File: src/sv/nal2flv_pkg.sv
// nal2flv_pkg: shared types and constants for the nal to flv video tag packer
// no dependencies; imported by every module of the block
`default_nettype none

package nal2flv_pkg;

  // default configuration
  localparam int unsigned SPS_MAX_DEF   = 48;
  localparam int unsigned CMD_DEPTH_DEF = 4;

  // width of an sps store index, wide enough for the largest allowed store
  localparam int unsigned SPS_IDX_W = 6;

  // nal unit types of interest
  localparam logic [4:0] NAL_IDR = 5'd5;
  localparam logic [4:0] NAL_SPS = 5'd7;
  localparam logic [4:0] NAL_PPS = 5'd8;

  // fixed tag body bytes
  localparam logic [7:0] TAG_KEY_AVC   = 8'h17;
  localparam logic [7:0] TAG_INTER_AVC = 8'h27;
  localparam logic [7:0] BYTE_ONE      = 8'h01;
  localparam logic [7:0] BYTE_ZERO     = 8'h00;
  localparam logic [7:0] RESERVED_FF   = 8'hFF;
  localparam logic [7:0] NUM_SPS_E1    = 8'hE1;

  // header lengths in bytes
  localparam logic [5:0]  AVC_HDR_LEN     = 6'd13;
  localparam logic [5:0]  FRAME_HDR_LEN   = 6'd9;
  localparam logic [24:0] FRAME_HDR_BYTES = 25'd9;
  localparam logic [24:0] AVC_FIXED_BYTES = 25'd16;

  // work orders from the front to the back
  typedef enum logic [1:0] {
    CMD_BYTE,
    CMD_FRAME,
    CMD_PPS_FIRST,
    CMD_AVC
  } cmd_op_e;

  typedef struct packed {
    logic [4:0]  nal_type;
    logic [23:0] nal_length;
    logic [7:0]  data_byte;
    logic        last_byte;
  } nal_item_t;

  typedef struct packed {
    logic [7:0]  body_byte;
    logic        packet_kind;
    logic [24:0] body_size;
    logic        last_in_packet;
  } tag_item_t;

  typedef struct packed {
    cmd_op_e                op;
    logic [7:0]             data;
    logic                   last;
    logic                   kind;
    logic                   idr;
    logic [24:0]            size;
    logic [23:0]            plen;
    logic [SPS_IDX_W-1:0]   sps_len;
  } cmd_t;

  typedef struct packed {
    logic                 en;
    logic [SPS_IDX_W-1:0] addr;
    logic [7:0]           data;
  } sps_wr_t;

endpackage

`default_nettype wire

File: src/sv/h264_nal_to_flv_video_tag_packer_top.sv
// H.264 Annex-B NAL bytes in, FLV AVC video tag body bytes out. One input
// transfer is one byte of a NAL unit; one output transfer is one body byte.
// Ordinary payload bytes pass at one per cycle while neither side stalls.
// The output side makes one byte per cycle while popped, which sets the rate:
// the first payload byte of a coded frame becomes 10 output bytes (9 header
// bytes plus itself), the first PPS byte 4, the last start code byte of a
// PPS 13 + SPS length (up to 61), read out of the SPS store byte by byte.
// A command queue of CMD_DEPTH entries lets input run ahead of these
// bursts; while an SPS replay is pending, full stays high until it is done.
// The SPS store needs no clearing after reset.
// depends on nal2flv_pkg, nal2flv_front, nal2flv_cmd_fifo, nal2flv_back
`default_nettype none

module h264_nal_to_flv_video_tag_packer_top #(
  parameter int unsigned SPS_MAX   = nal2flv_pkg::SPS_MAX_DEF,
  parameter int unsigned CMD_DEPTH = nal2flv_pkg::CMD_DEPTH_DEF
) (
  input  logic                   clk_i,
  input  logic                   rst_ni,
  input  logic                   push,
  output logic                   full,
  input  nal2flv_pkg::nal_item_t nal_i,
  output logic                   empty,
  input  logic                   pop,
  output nal2flv_pkg::tag_item_t tag_o
);
  import nal2flv_pkg::*;

  cmd_t    cmd_in, cmd_out;
  logic    cmd_push, cmd_full, cmd_pop, cmd_valid;
  logic    avc_done;
  sps_wr_t sps_wr;

  // front: framing and classification
  nal2flv_front #(
    .SPS_MAX (SPS_MAX)
  ) u_front (
    .clk_i      (clk_i),
    .rst_ni     (rst_ni),
    .push       (push),
    .full       (full),
    .nal_i      (nal_i),
    .cmd_full_i (cmd_full),
    .cmd_push_o (cmd_push),
    .cmd_o      (cmd_in),
    .sps_wr_o   (sps_wr),
    .avc_done_i (avc_done)
  );

  // command queue
  nal2flv_cmd_fifo #(
    .DEPTH (CMD_DEPTH)
  ) u_fifo (
    .clk_i   (clk_i),
    .rst_ni  (rst_ni),
    .push_i  (cmd_push),
    .data_i  (cmd_in),
    .full_o  (cmd_full),
    .pop_i   (cmd_pop),
    .data_o  (cmd_out),
    .valid_o (cmd_valid)
  );

  // back: byte generation
  nal2flv_back #(
    .SPS_MAX (SPS_MAX)
  ) u_back (
    .clk_i       (clk_i),
    .rst_ni      (rst_ni),
    .cmd_i       (cmd_out),
    .cmd_valid_i (cmd_valid),
    .cmd_pop_o   (cmd_pop),
    .avc_done_o  (avc_done),
    .sps_wr_i    (sps_wr),
    .empty       (empty),
    .pop         (pop),
    .tag_o       (tag_o)
  );

endmodule

`default_nettype wire

File: src/sv/nal2flv_front.sv
// nal2flv_front: accepts nal bytes, tracks unit framing and sps state,
// writes the sps store and issues commands. depends on nal2flv_pkg
`default_nettype none

module nal2flv_front #(
  parameter int unsigned SPS_MAX = nal2flv_pkg::SPS_MAX_DEF
) (
  input  logic                  clk_i,
  input  logic                  rst_ni,
  input  logic                  push,
  output logic                  full,
  input  nal2flv_pkg::nal_item_t nal_i,
  input  logic                  cmd_full_i,
  output logic                  cmd_push_o,
  output nal2flv_pkg::cmd_t     cmd_o,
  output nal2flv_pkg::sps_wr_t  sps_wr_o,
  input  logic                  avc_done_i
);
  import nal2flv_pkg::*;

  localparam logic [23:0] POS_MAX    = '1;
  localparam logic [23:0] SPS_LEN_HI = 24'(SPS_MAX + 4);
  localparam logic [23:0] SPS_DEPTH  = 24'(SPS_MAX);
  localparam logic [2:0]  SKIP_LONG  = 3'd4;
  localparam logic [2:0]  SKIP_SHORT = 3'd3;

  logic [23:0]          pos_q, pos_d;
  logic [2:0]           skip_q, skip_d;
  logic [SPS_IDX_W-1:0] splen_q, splen_d;
  logic                 valid_q, valid_d;
  logic                 dropped_q, dropped_d;
  logic                 replay_q;

  logic                 accept;
  logic                 pos_zero, is_sps, is_pps;
  logic                 dropped_e, valid_e;
  logic [2:0]           skip_e;
  logic [SPS_IDX_W-1:0] splen_e;
  logic [23:0]          len, sps_idx, plen;
  logic                 cmd_valid, wr_hit;

  // stall while the queue is full or a stored sps is being replayed
  assign full       = cmd_full_i || replay_q;
  assign accept     = push && !full;
  assign cmd_push_o = accept && cmd_valid;
  assign len        = nal_i.nal_length;

  // classify the byte and work out the next state
  always_comb begin
    pos_zero  = (pos_q == '0);
    is_sps    = (nal_i.nal_type == NAL_SPS);
    is_pps    = (nal_i.nal_type == NAL_PPS);
    dropped_e = dropped_q;
    skip_e    = skip_q;
    splen_e   = splen_q;
    valid_e   = valid_q;

    // decisions taken on the first byte of a unit
    if (pos_zero) begin
      dropped_e = 1'b0;
      skip_e    = (is_sps || is_pps) ? SKIP_LONG : '0;
      if (is_sps) begin
        valid_e = 1'b0;
        if (len < 24'd8 || len > SPS_LEN_HI) begin
          dropped_e = 1'b1;
          splen_e   = '0;
        end else begin
          splen_e = SPS_IDX_W'(len - 24'd4);
        end
      end else if (is_pps) begin
        if (!valid_q || len < 24'd5) begin
          dropped_e = 1'b1;
        end
      end
    end

    skip_d    = skip_e;
    valid_d   = valid_e;
    dropped_d = dropped_e;
    splen_d   = splen_e;
    cmd_valid = 1'b0;
    wr_hit    = 1'b0;
    sps_idx   = pos_q - 24'd4;
    plen      = len - 24'd4;

    cmd_o         = '0;
    cmd_o.op      = CMD_BYTE;
    cmd_o.data    = nal_i.data_byte;
    cmd_o.sps_len = splen_e;
    cmd_o.last    = (pos_q == len - 24'd1);

    if (is_sps) begin
      // store sps bytes after the start code
      if (!dropped_e && pos_q >= 24'd4 && sps_idx < {18'd0, splen_e} &&
          sps_idx < SPS_DEPTH) begin
        wr_hit = 1'b1;
        if (sps_idx + 24'd1 == {18'd0, splen_e}) begin
          valid_d = 1'b1;
        end
      end
    end else if (is_pps) begin
      // sequence header on the last start code byte, then pps bytes
      if (!dropped_e && valid_e && len >= 24'd5 && pos_q >= 24'd3 && pos_q < len) begin
        cmd_valid  = 1'b1;
        cmd_o.kind = 1'b1;
        cmd_o.size = AVC_FIXED_BYTES + 25'(splen_e) + {1'b0, plen};
        if (pos_q == 24'd3) begin
          cmd_o.op = CMD_AVC;
        end else if (pos_q == 24'd4) begin
          cmd_o.op = CMD_PPS_FIRST;
        end
      end
    end else begin
      // coded frame: start code length settles on byte 2
      if (pos_q == 24'd2 && skip_e == '0) begin
        skip_d = (nal_i.data_byte == BYTE_ZERO) ? SKIP_LONG : SKIP_SHORT;
      end
      plen = len - {21'd0, skip_d};
      if (skip_d != '0 && pos_q >= {21'd0, skip_d} && pos_q < len) begin
        cmd_valid  = 1'b1;
        cmd_o.kind = 1'b0;
        cmd_o.idr  = (nal_i.nal_type == NAL_IDR);
        cmd_o.size = FRAME_HDR_BYTES + {1'b0, plen};
        if (pos_q == {21'd0, skip_d}) begin
          cmd_o.op = CMD_FRAME;
        end
      end
    end
    cmd_o.plen = plen;

    // unit framing
    if (nal_i.last_byte) begin
      pos_d = '0;
    end else if (pos_q != POS_MAX) begin
      pos_d = pos_q + 24'd1;
    end else begin
      pos_d = pos_q;
    end
  end

  // sps store write port
  always_comb begin
    sps_wr_o      = '0;
    sps_wr_o.en   = accept && wr_hit;
    sps_wr_o.addr = sps_idx[SPS_IDX_W-1:0];
    sps_wr_o.data = nal_i.data_byte;
  end

  // unit state
  always_ff @(posedge clk_i or negedge rst_ni) begin
    if (!rst_ni) begin
      pos_q     <= '0;
      skip_q    <= '0;
      splen_q   <= '0;
      valid_q   <= 1'b0;
      dropped_q <= 1'b0;
    end else if (accept) begin
      pos_q     <= pos_d;
      skip_q    <= skip_d;
      splen_q   <= splen_d;
      valid_q   <= valid_d;
      dropped_q <= dropped_d;
    end
  end

  // replay in progress: hold the store until the back has read it out
  always_ff @(posedge clk_i or negedge rst_ni) begin
    if (!rst_ni) begin
      replay_q <= 1'b0;
    end else if (cmd_push_o && cmd_o.op == CMD_AVC) begin
      replay_q <= 1'b1;
    end else if (avc_done_i) begin
      replay_q <= 1'b0;
    end
  end

endmodule

`default_nettype wire

File: src/sv/nal2flv_cmd_fifo.sv
// nal2flv_cmd_fifo: short command queue between the front and the back
// depends on nal2flv_pkg
`default_nettype none

module nal2flv_cmd_fifo #(
  parameter int unsigned DEPTH = nal2flv_pkg::CMD_DEPTH_DEF
) (
  input  logic              clk_i,
  input  logic              rst_ni,
  input  logic              push_i,
  input  nal2flv_pkg::cmd_t data_i,
  output logic              full_o,
  input  logic              pop_i,
  output nal2flv_pkg::cmd_t data_o,
  output logic              valid_o
);
  import nal2flv_pkg::*;

  localparam int unsigned PW = (DEPTH > 1) ? $clog2(DEPTH) : 1;
  localparam int unsigned CW = $clog2(DEPTH + 1);
  localparam logic [PW-1:0] PTR_LAST = PW'(DEPTH - 1);
  localparam logic [CW-1:0] CNT_FULL = CW'(DEPTH);

  cmd_t          entries_q [DEPTH];
  logic [PW-1:0] wr_ptr_q, rd_ptr_q;
  logic [CW-1:0] count_q;
  logic          do_push, do_pop;

  assign full_o  = (count_q == CNT_FULL);
  assign valid_o = (count_q != '0);
  assign data_o  = entries_q[rd_ptr_q];
  assign do_push = push_i && !full_o;
  assign do_pop  = pop_i && valid_o;

  // storage
  always_ff @(posedge clk_i) begin
    if (do_push) begin
      entries_q[wr_ptr_q] <= data_i;
    end
  end

  // pointers and fill count
  always_ff @(posedge clk_i or negedge rst_ni) begin
    if (!rst_ni) begin
      wr_ptr_q <= '0;
      rd_ptr_q <= '0;
      count_q  <= '0;
    end else begin
      if (do_push) begin
        wr_ptr_q <= (wr_ptr_q == PTR_LAST) ? '0 : wr_ptr_q + PW'(1);
      end
      if (do_pop) begin
        rd_ptr_q <= (rd_ptr_q == PTR_LAST) ? '0 : rd_ptr_q + PW'(1);
      end
      if (do_push && !do_pop) begin
        count_q <= count_q + CW'(1);
      end else if (do_pop && !do_push) begin
        count_q <= count_q - CW'(1);
      end
    end
  end

endmodule

`default_nettype wire

File: src/sv/nal2flv_back.sv
// nal2flv_back: expands commands into tag body bytes, one per cycle when
// the output slot frees up, holds the sps store. depends on nal2flv_pkg
`default_nettype none

module nal2flv_back #(
  parameter int unsigned SPS_MAX = nal2flv_pkg::SPS_MAX_DEF
) (
  input  logic                  clk_i,
  input  logic                  rst_ni,
  input  nal2flv_pkg::cmd_t     cmd_i,
  input  logic                  cmd_valid_i,
  output logic                  cmd_pop_o,
  output logic                  avc_done_o,
  input  nal2flv_pkg::sps_wr_t  sps_wr_i,
  output logic                  empty,
  input  logic                  pop,
  output nal2flv_pkg::tag_item_t tag_o
);
  import nal2flv_pkg::*;

  localparam int unsigned AW = $clog2(SPS_MAX);

  logic [7:0]           sps_mem [SPS_MAX];
  logic [7:0]           rd_data_q;

  logic [5:0]           step_q;
  logic                 out_valid_q;
  logic                 src_mem_q;
  logic [7:0]           byte_q;
  logic                 kind_q;
  logic [24:0]          size_q;
  logic                 last_q;

  logic                 adv, final_step;
  logic [5:0]           last_step;
  logic [5:0]           rd_idx;
  logic                 src_mem;
  logic [7:0]           byte_n;
  logic                 last_n;

  // step through the current command when the output slot frees up
  assign adv        = cmd_valid_i && (!out_valid_q || pop);
  assign final_step = (step_q == last_step);
  assign cmd_pop_o  = adv && final_step;
  assign avc_done_o = cmd_pop_o && (cmd_i.op == CMD_AVC);

  // byte for the current step
  always_comb begin
    src_mem   = 1'b0;
    byte_n    = BYTE_ZERO;
    last_n    = 1'b0;
    rd_idx    = step_q - AVC_HDR_LEN;
    last_step = '0;
    case (cmd_i.op)
      CMD_BYTE: begin
        byte_n = cmd_i.data;
        last_n = cmd_i.last;
      end
      CMD_FRAME: begin
        last_step = FRAME_HDR_LEN;
        case (step_q) inside
          6'd0:        byte_n = cmd_i.idr ? TAG_KEY_AVC : TAG_INTER_AVC;
          6'd1:        byte_n = BYTE_ONE;
          [6'd2:6'd5]: byte_n = BYTE_ZERO;
          6'd6:        byte_n = cmd_i.plen[23:16];
          6'd7:        byte_n = cmd_i.plen[15:8];
          6'd8:        byte_n = cmd_i.plen[7:0];
          default: begin
            byte_n = cmd_i.data;
            last_n = cmd_i.last;
          end
        endcase
      end
      CMD_PPS_FIRST: begin
        last_step = 6'd3;
        case (step_q) inside
          6'd0:    byte_n = BYTE_ONE;
          6'd1:    byte_n = cmd_i.plen[15:8];
          6'd2:    byte_n = cmd_i.plen[7:0];
          default: begin
            byte_n = cmd_i.data;
            last_n = cmd_i.last;
          end
        endcase
      end
      CMD_AVC: begin
        last_step = AVC_HDR_LEN + cmd_i.sps_len - 6'd1;
        case (step_q) inside
          6'd0:        byte_n = TAG_KEY_AVC;
          [6'd1:6'd4]: byte_n = BYTE_ZERO;
          6'd5:        byte_n = BYTE_ONE;
          [6'd6:6'd8]: begin
            // profile, compatibility and level from the stored sps
            src_mem = 1'b1;
            rd_idx  = step_q - 6'd5;
          end
          6'd9:        byte_n = RESERVED_FF;
          6'd10:       byte_n = NUM_SPS_E1;
          6'd11:       byte_n = BYTE_ZERO;
          6'd12:       byte_n = {2'b00, cmd_i.sps_len};
          default:     src_mem = 1'b1;
        endcase
      end
      default: begin
        byte_n = cmd_i.data;
        last_n = cmd_i.last;
      end
    endcase
  end

  // sps store, registered read
  always_ff @(posedge clk_i) begin
    if (sps_wr_i.en) begin
      sps_mem[sps_wr_i.addr[AW-1:0]] <= sps_wr_i.data;
    end
    if (adv && src_mem) begin
      rd_data_q <= sps_mem[rd_idx[AW-1:0]];
    end
  end

  // step counter and output valid
  always_ff @(posedge clk_i or negedge rst_ni) begin
    if (!rst_ni) begin
      step_q      <= '0;
      out_valid_q <= 1'b0;
    end else begin
      if (adv) begin
        step_q      <= final_step ? '0 : step_q + 6'd1;
        out_valid_q <= 1'b1;
      end else if (pop) begin
        out_valid_q <= 1'b0;
      end
    end
  end

  // output payload
  always_ff @(posedge clk_i) begin
    if (adv) begin
      src_mem_q <= src_mem;
      byte_q    <= byte_n;
      kind_q    <= cmd_i.kind;
      size_q    <= cmd_i.size;
      last_q    <= last_n;
    end
  end

  assign empty                = !out_valid_q;
  assign tag_o.body_byte      = src_mem_q ? rd_data_q : byte_q;
  assign tag_o.packet_kind    = kind_q;
  assign tag_o.body_size      = size_q;
  assign tag_o.last_in_packet = last_q;

endmodule

`default_nettype wire

File: config.mk
export PLATFORM = sky130hd
export DESIGN_NAME = h264_nal_to_flv_video_tag_packer_top
export DESIGN_NICKNAME = d
export VERILOG_FILES = /design/src/sv/nal2flv_pkg.sv /design/src/sv/h264_nal_to_flv_video_tag_packer_top.sv /design/src/sv/nal2flv_front.sv /design/src/sv/nal2flv_cmd_fifo.sv /design/src/sv/nal2flv_back.sv
export SDC_FILE = /design/constraint.sdc
export NUM_CORES = 1
export LEC_CHECK = 0
export ABC_CLOCK_PERIOD_IN_PS = 13150
export BUFFER_PORTS_ARGS = -buffer_cell sky130_fd_sc_hd__buf_4
export CAP_MARGIN = 15
export CORE_UTILIZATION = 39
export DETAILED_ROUTE_END_ITERATION = 8
export HOLD_SLACK_MARGIN = 0.05
export PLACE_DENSITY_LB_ADDON = 0.08
export SYNTH_ARGS = -nofsm -noshare
export SYNTH_HDL_FRONTEND = slang
export SYNTH_SLANG_ARGS = --single-unit
File: constraint.sdc
create_clock -name clk_i -period 13.15 [get_ports clk_i]
set_input_delay 1.315 -clock clk_i [delete_from_list [all_inputs] [get_ports clk_i]]
set_output_delay 1.315 -clock clk_i [all_outputs]
set_load 0.05 [all_outputs]
==> summary.md <==
| Metric | Value |
|---|---|
| Status | complete, no violations |
| Post-route ant nets | 0 |
| Routed len/inst | approximately 28 µm |
| Flops & latches, synth | 750 |
| GRT Resource Usage Total | 0.223 |
| Leak Pwr | approximately 13 nW |
| CTS tree | yes |
| Vias | around 21k |
| Worst path top cell family by delay | simple AND/OR/NAND/NOR gates |
| Post-synthesis cell area | between 0.03 and 0.04 mm² |
| DRC | 0 |
| Row count | 110 |
| Clock-pin slew on the worst setup and hold paths | 0.06 ns |
| Share of flip-flops with an asynchronous set or reset | 0.0667 |
| Worst endpoint required time | around 14 ns |
| Crit. End Element | register |
| Hold Vio Cnt, Final | 0 |
| Top_reg_cell synth | edfxtp_1 |
| DPL Wire Length | ~70 mm |
| Final WS setup | 5.86 ns |
| Peak Freq | 137 MHz |
| Setup TNS | 0 ns |
| Startpoint types | register |
| Hold Path Stages | 2 |
| Busiest grt layer | met2 |
| Vias in the first global route | 21.1k |
| RSZ-0062 raised after global routing | false |
| Critical-path cell list | or4_1 > nor2_1 > nand2_1 > or3_1 > nand2b_1 > a21oi_1 > a21oi_1 > fa_1 > a21oi_1 > nand3_1 > nor3_1 > o22ai_1 > nor4b_2 > nand3_1 > o41ai_1 |
| Mapped Cells | 2,375 |
| FILL cells | 7,994 |
| Root buffer cell | clkbuf_16 |
| Pre-CTS setup slack | approximately 5.5 ns |
| Cell area power density | around 220 mW/mm² |
| Hold Crit Endpoint | u_front.splen_q[4]$_DFFE_PN0P_ |
| Crit path buffers/inverters | 0 |
| # nets final | approximately 2.6k |
| Die area | 0.0919 mm² |
| Min-Delay Path Class | register to register |
| Layout area overhead | 12.6% |
| R2r endpoint | u_fifo.entries_q[1][54]$_DFFE_PP_ |
| VDD IR max | about 0.16 mV |
| Post-synth EDFFs | 700 |
| Worst Path Max Fanout | 15 |
| GP Congestion | approximately 0.92 |
| Overflow left after global routing | 0 |
| Largest net degree at the start of global routing | between 60 and 70 |
| Register area | 0.0223 mm² |
| Mean Syn Cell Area | ~15 µm² |
| Share of layout cells above drive strength 1 | 0.194 |
| Post-route minimum period | about 7.3 ns |
| Stages on worst setup path | 15 |
| First-pass GRT wire length | ~150 mm |
| Clock sink count | 750 |
| H-tree Lvls | 3 |
| Worst-margin pin slew | 1.09 ns |
| Most frequent cell on the critical path | a21oi_1 |
| Post-Syn Nets | roughly 2.5k |
| Most area-consuming cells after synthesis | edfxtp_1 59%, mux4_2 11%, dfrtp_1 3.5% |
| # setup viols final | 0 |
| Worst Clk Skew | 0.0269 ns |
| Chip height | 303 µm |
| FF-to-FF path depth | 15 |
| Initial antenna violation count | 5 |
| Fin crit share | 0.555 |
| Worst flop-to-flop path startpoint | u_front.pos_q[4]$_DFFE_PN0P_ |
| Min-delay src | u_front.splen_q[4]$_DFFE_PN0P_ |
| Slew headroom | 0.268 |
| CTS max path bufs | 3 |
| Multi-input logic area | 0.0123 mm² |
| I/O pin count | between 70 and 80 |
| Met3 Use GR | 0.0440 |
| Post-synth top area share | 0.595 |
| Met1 Use GR | 0.331 |
| Vias per cell | a little under 6 |
| Reg2reg setup slack | 5.86 ns |
| CP arrival | about 7.6 ns |
| Die X | a little over 300 µm |
| Post-CTS Setup Inserts | 0 |
| Max Cap Viol | 0 |
| Synthesis Warnings | 0 |
| Cts repair resizes | 0 |
| Netlist cell types | 89 |
| CP max stage cell | or4_1 |
| Num CTS Buffers | 80 |
| Crit path largest cell delay | 0.75 ns |
| Setup CP Type | register to register |
| Initial DRC Count | 2,172 |
| Hold Buf Count CTS | 0 |
| Met2 GRT Util | 0.336 |
| Drt pass-1 iters | 6 |
| Clk Latency, worst-skew pair | roughly 0.65 ns |
| Final slew viol count | 0 |
| Sequential-to-total area share from yosys stat | 0.630 |
| Leading area contributor after synthesis | edfxtp_1 |
| Final wirelength | approximately 100 mm |
| I/O Buffers | between 70 and 80 |
| Core Box Area | 0.0899 mm² |
| Initial Utilization | 0.393 |
layout by cell type (no fill, tap or decap), types with 11 or more instances in the layout:
cell,instances
edfxtp_1,700
a211oi_1,20
clkinv_2,13
a22oi_1,14
o21a_1,12
or3_1,21
a21oi_1,86
o22ai_1,18
nor3_1,61
mux2i_1,44
xnor2_1,118
mux2_2,27
a31oi_1,12
xor2_1,32
nor2_1,158
nor4_1,39
clkbuf_16,80
clkinv_1,16
inv_1,60
buf_4,123
and3_1,16
mux4_2,172
o21ai_0,84
nand4_1,24
nand2b_1,19
nand3_1,52
ha_1,67
dfrtp_1,47
a21o_1,12
clkbuf_1,16
and2_1,11
nand2_1,129
power by group:
part	leakage, nW	internal (W)	switching, W	total (W)
clock network	1.24	0.00126	0.000942	0.00220
registers	7.04	0.00299	0.000178	0.00316
logic	4.95	0.00128	0.00208	0.00336
worst register-to-register path, delay by kind of cell, from the launching register on:
kind	cells	cell delay, ns
DFF	1	0.62
AOI/OAI and AO/OA	5	1.70
adders and majority gates	1	0.50
and+or+nand+nor	9	4.21
how the worst max path moves through the flow:
stage | start | to | slack (ns)
floorplan | nal_i[21] | u_back.sps_mem[13][0]$_DFFE_PP_ | 6.98
global route | u_front.pos_q[4]$_DFFE_PN0P_ | u_fifo.entries_q[1][54]$_DFFE_PP_ | 5.44
detailed placement | nal_i[20] | u_back.sps_mem[28][3]$_DFFE_PP_ | 5.48
finish | u_front.pos_q[4]$_DFFE_PN0P_ | u_fifo.entries_q[1][54]$_DFFE_PP_ | 5.86
CTS | u_front.pos_q[4]$_DFFE_PN0P_ | u_fifo.entries_q[1][54]$_DFFE_PP_ | 6.06
global placement | nal_i[18] | u_back.sps_mem[20][4]$_DFFE_PP_ | 5.79
stage by stage:
stage                util  hold WS, ns  instances  power [W]  area, µm²
CTS                 0.443        0.486       3678    0.00880      39800
global route        0.443        0.500       3682    0.00912      39800
global placement    0.414        0.468       3534    0.00656      37200
detailed placement  0.414        0.471       3534    0.00658      37200
floorplan               -        0.447       2375    0.00542      35400
finish              0.443        0.482       3686    0.00872      39800
final cells by class:
type                    count  area share
diodes                      5    0.000314
clock buffers              98      0.0525
clock inverters            46      0.0120
inverters                  65     0.00613
multi-input cells        1421       0.309
flip-flops and latches    750       0.560
well taps                1176      0.0370
repair buffers            125      0.0235
synthesized netlist by cell type, types with 32 or more instances:
| cell | n |
|---|---|
| nor2_1 | 158 |
| nand2_1 | 129 |
| nor4_1 | 39 |
| ha_1 | 68 |
| a21oi_1 | 88 |
| xor2_1 | 32 |
| dfrtp_1 | 50 |
| xnor2_1 | 118 |
| mux4_2 | 172 |
| mux2i_1 | 44 |
| clkbuf_1 | 102 |
| edfxtp_1 | 700 |
| nand3_1 | 52 |
| inv_1 | 61 |
| o21ai_0 | 84 |
| nor3_1 | 62 |
state kept, by name (all words and copies together) (netlist names):
register,cells
u_back.kind_q,1
u_back.out_valid_q,1
u_back.last_q,1
u_front.valid_q,1
u_back.src_mem_q,1
u_fifo.wr_ptr_q,2
u_back.size_q,25
u_front.replay_q,1
u_fifo.entries_q,272
u_front.splen_q,6
u_front.skip_q,3
u_fifo.count_q,3
u_front.pos_q,24
u_back.sps_mem,384
u_back.rd_data_q,8
u_fifo.rd_ptr_q,2
u_back.byte_q,8
u_front.dropped_q,1
u_back.step_q,6
cell families after synthesis:
family | Yosys count | synth area share
and+or+nand+nor | 609 | 0.0890
muxes | 243 | 0.131
AOI/OAI and AO/OA | 348 | 0.0641
xor gates and xnor gates | 150 | 0.0372
adders and majority gates | 71 | 0.0258
buffers and inverters | 204 | 0.0233
DFF | 750 | 0.630
routing by layer:
metal	wire, µm	part of all wire
met5	0	0
met4	1650	0.016
met3	6910	0.068
met2	45700	0.45
met1	47400	0.47
No activity file was read; power rests on OpenSTA's default activity.
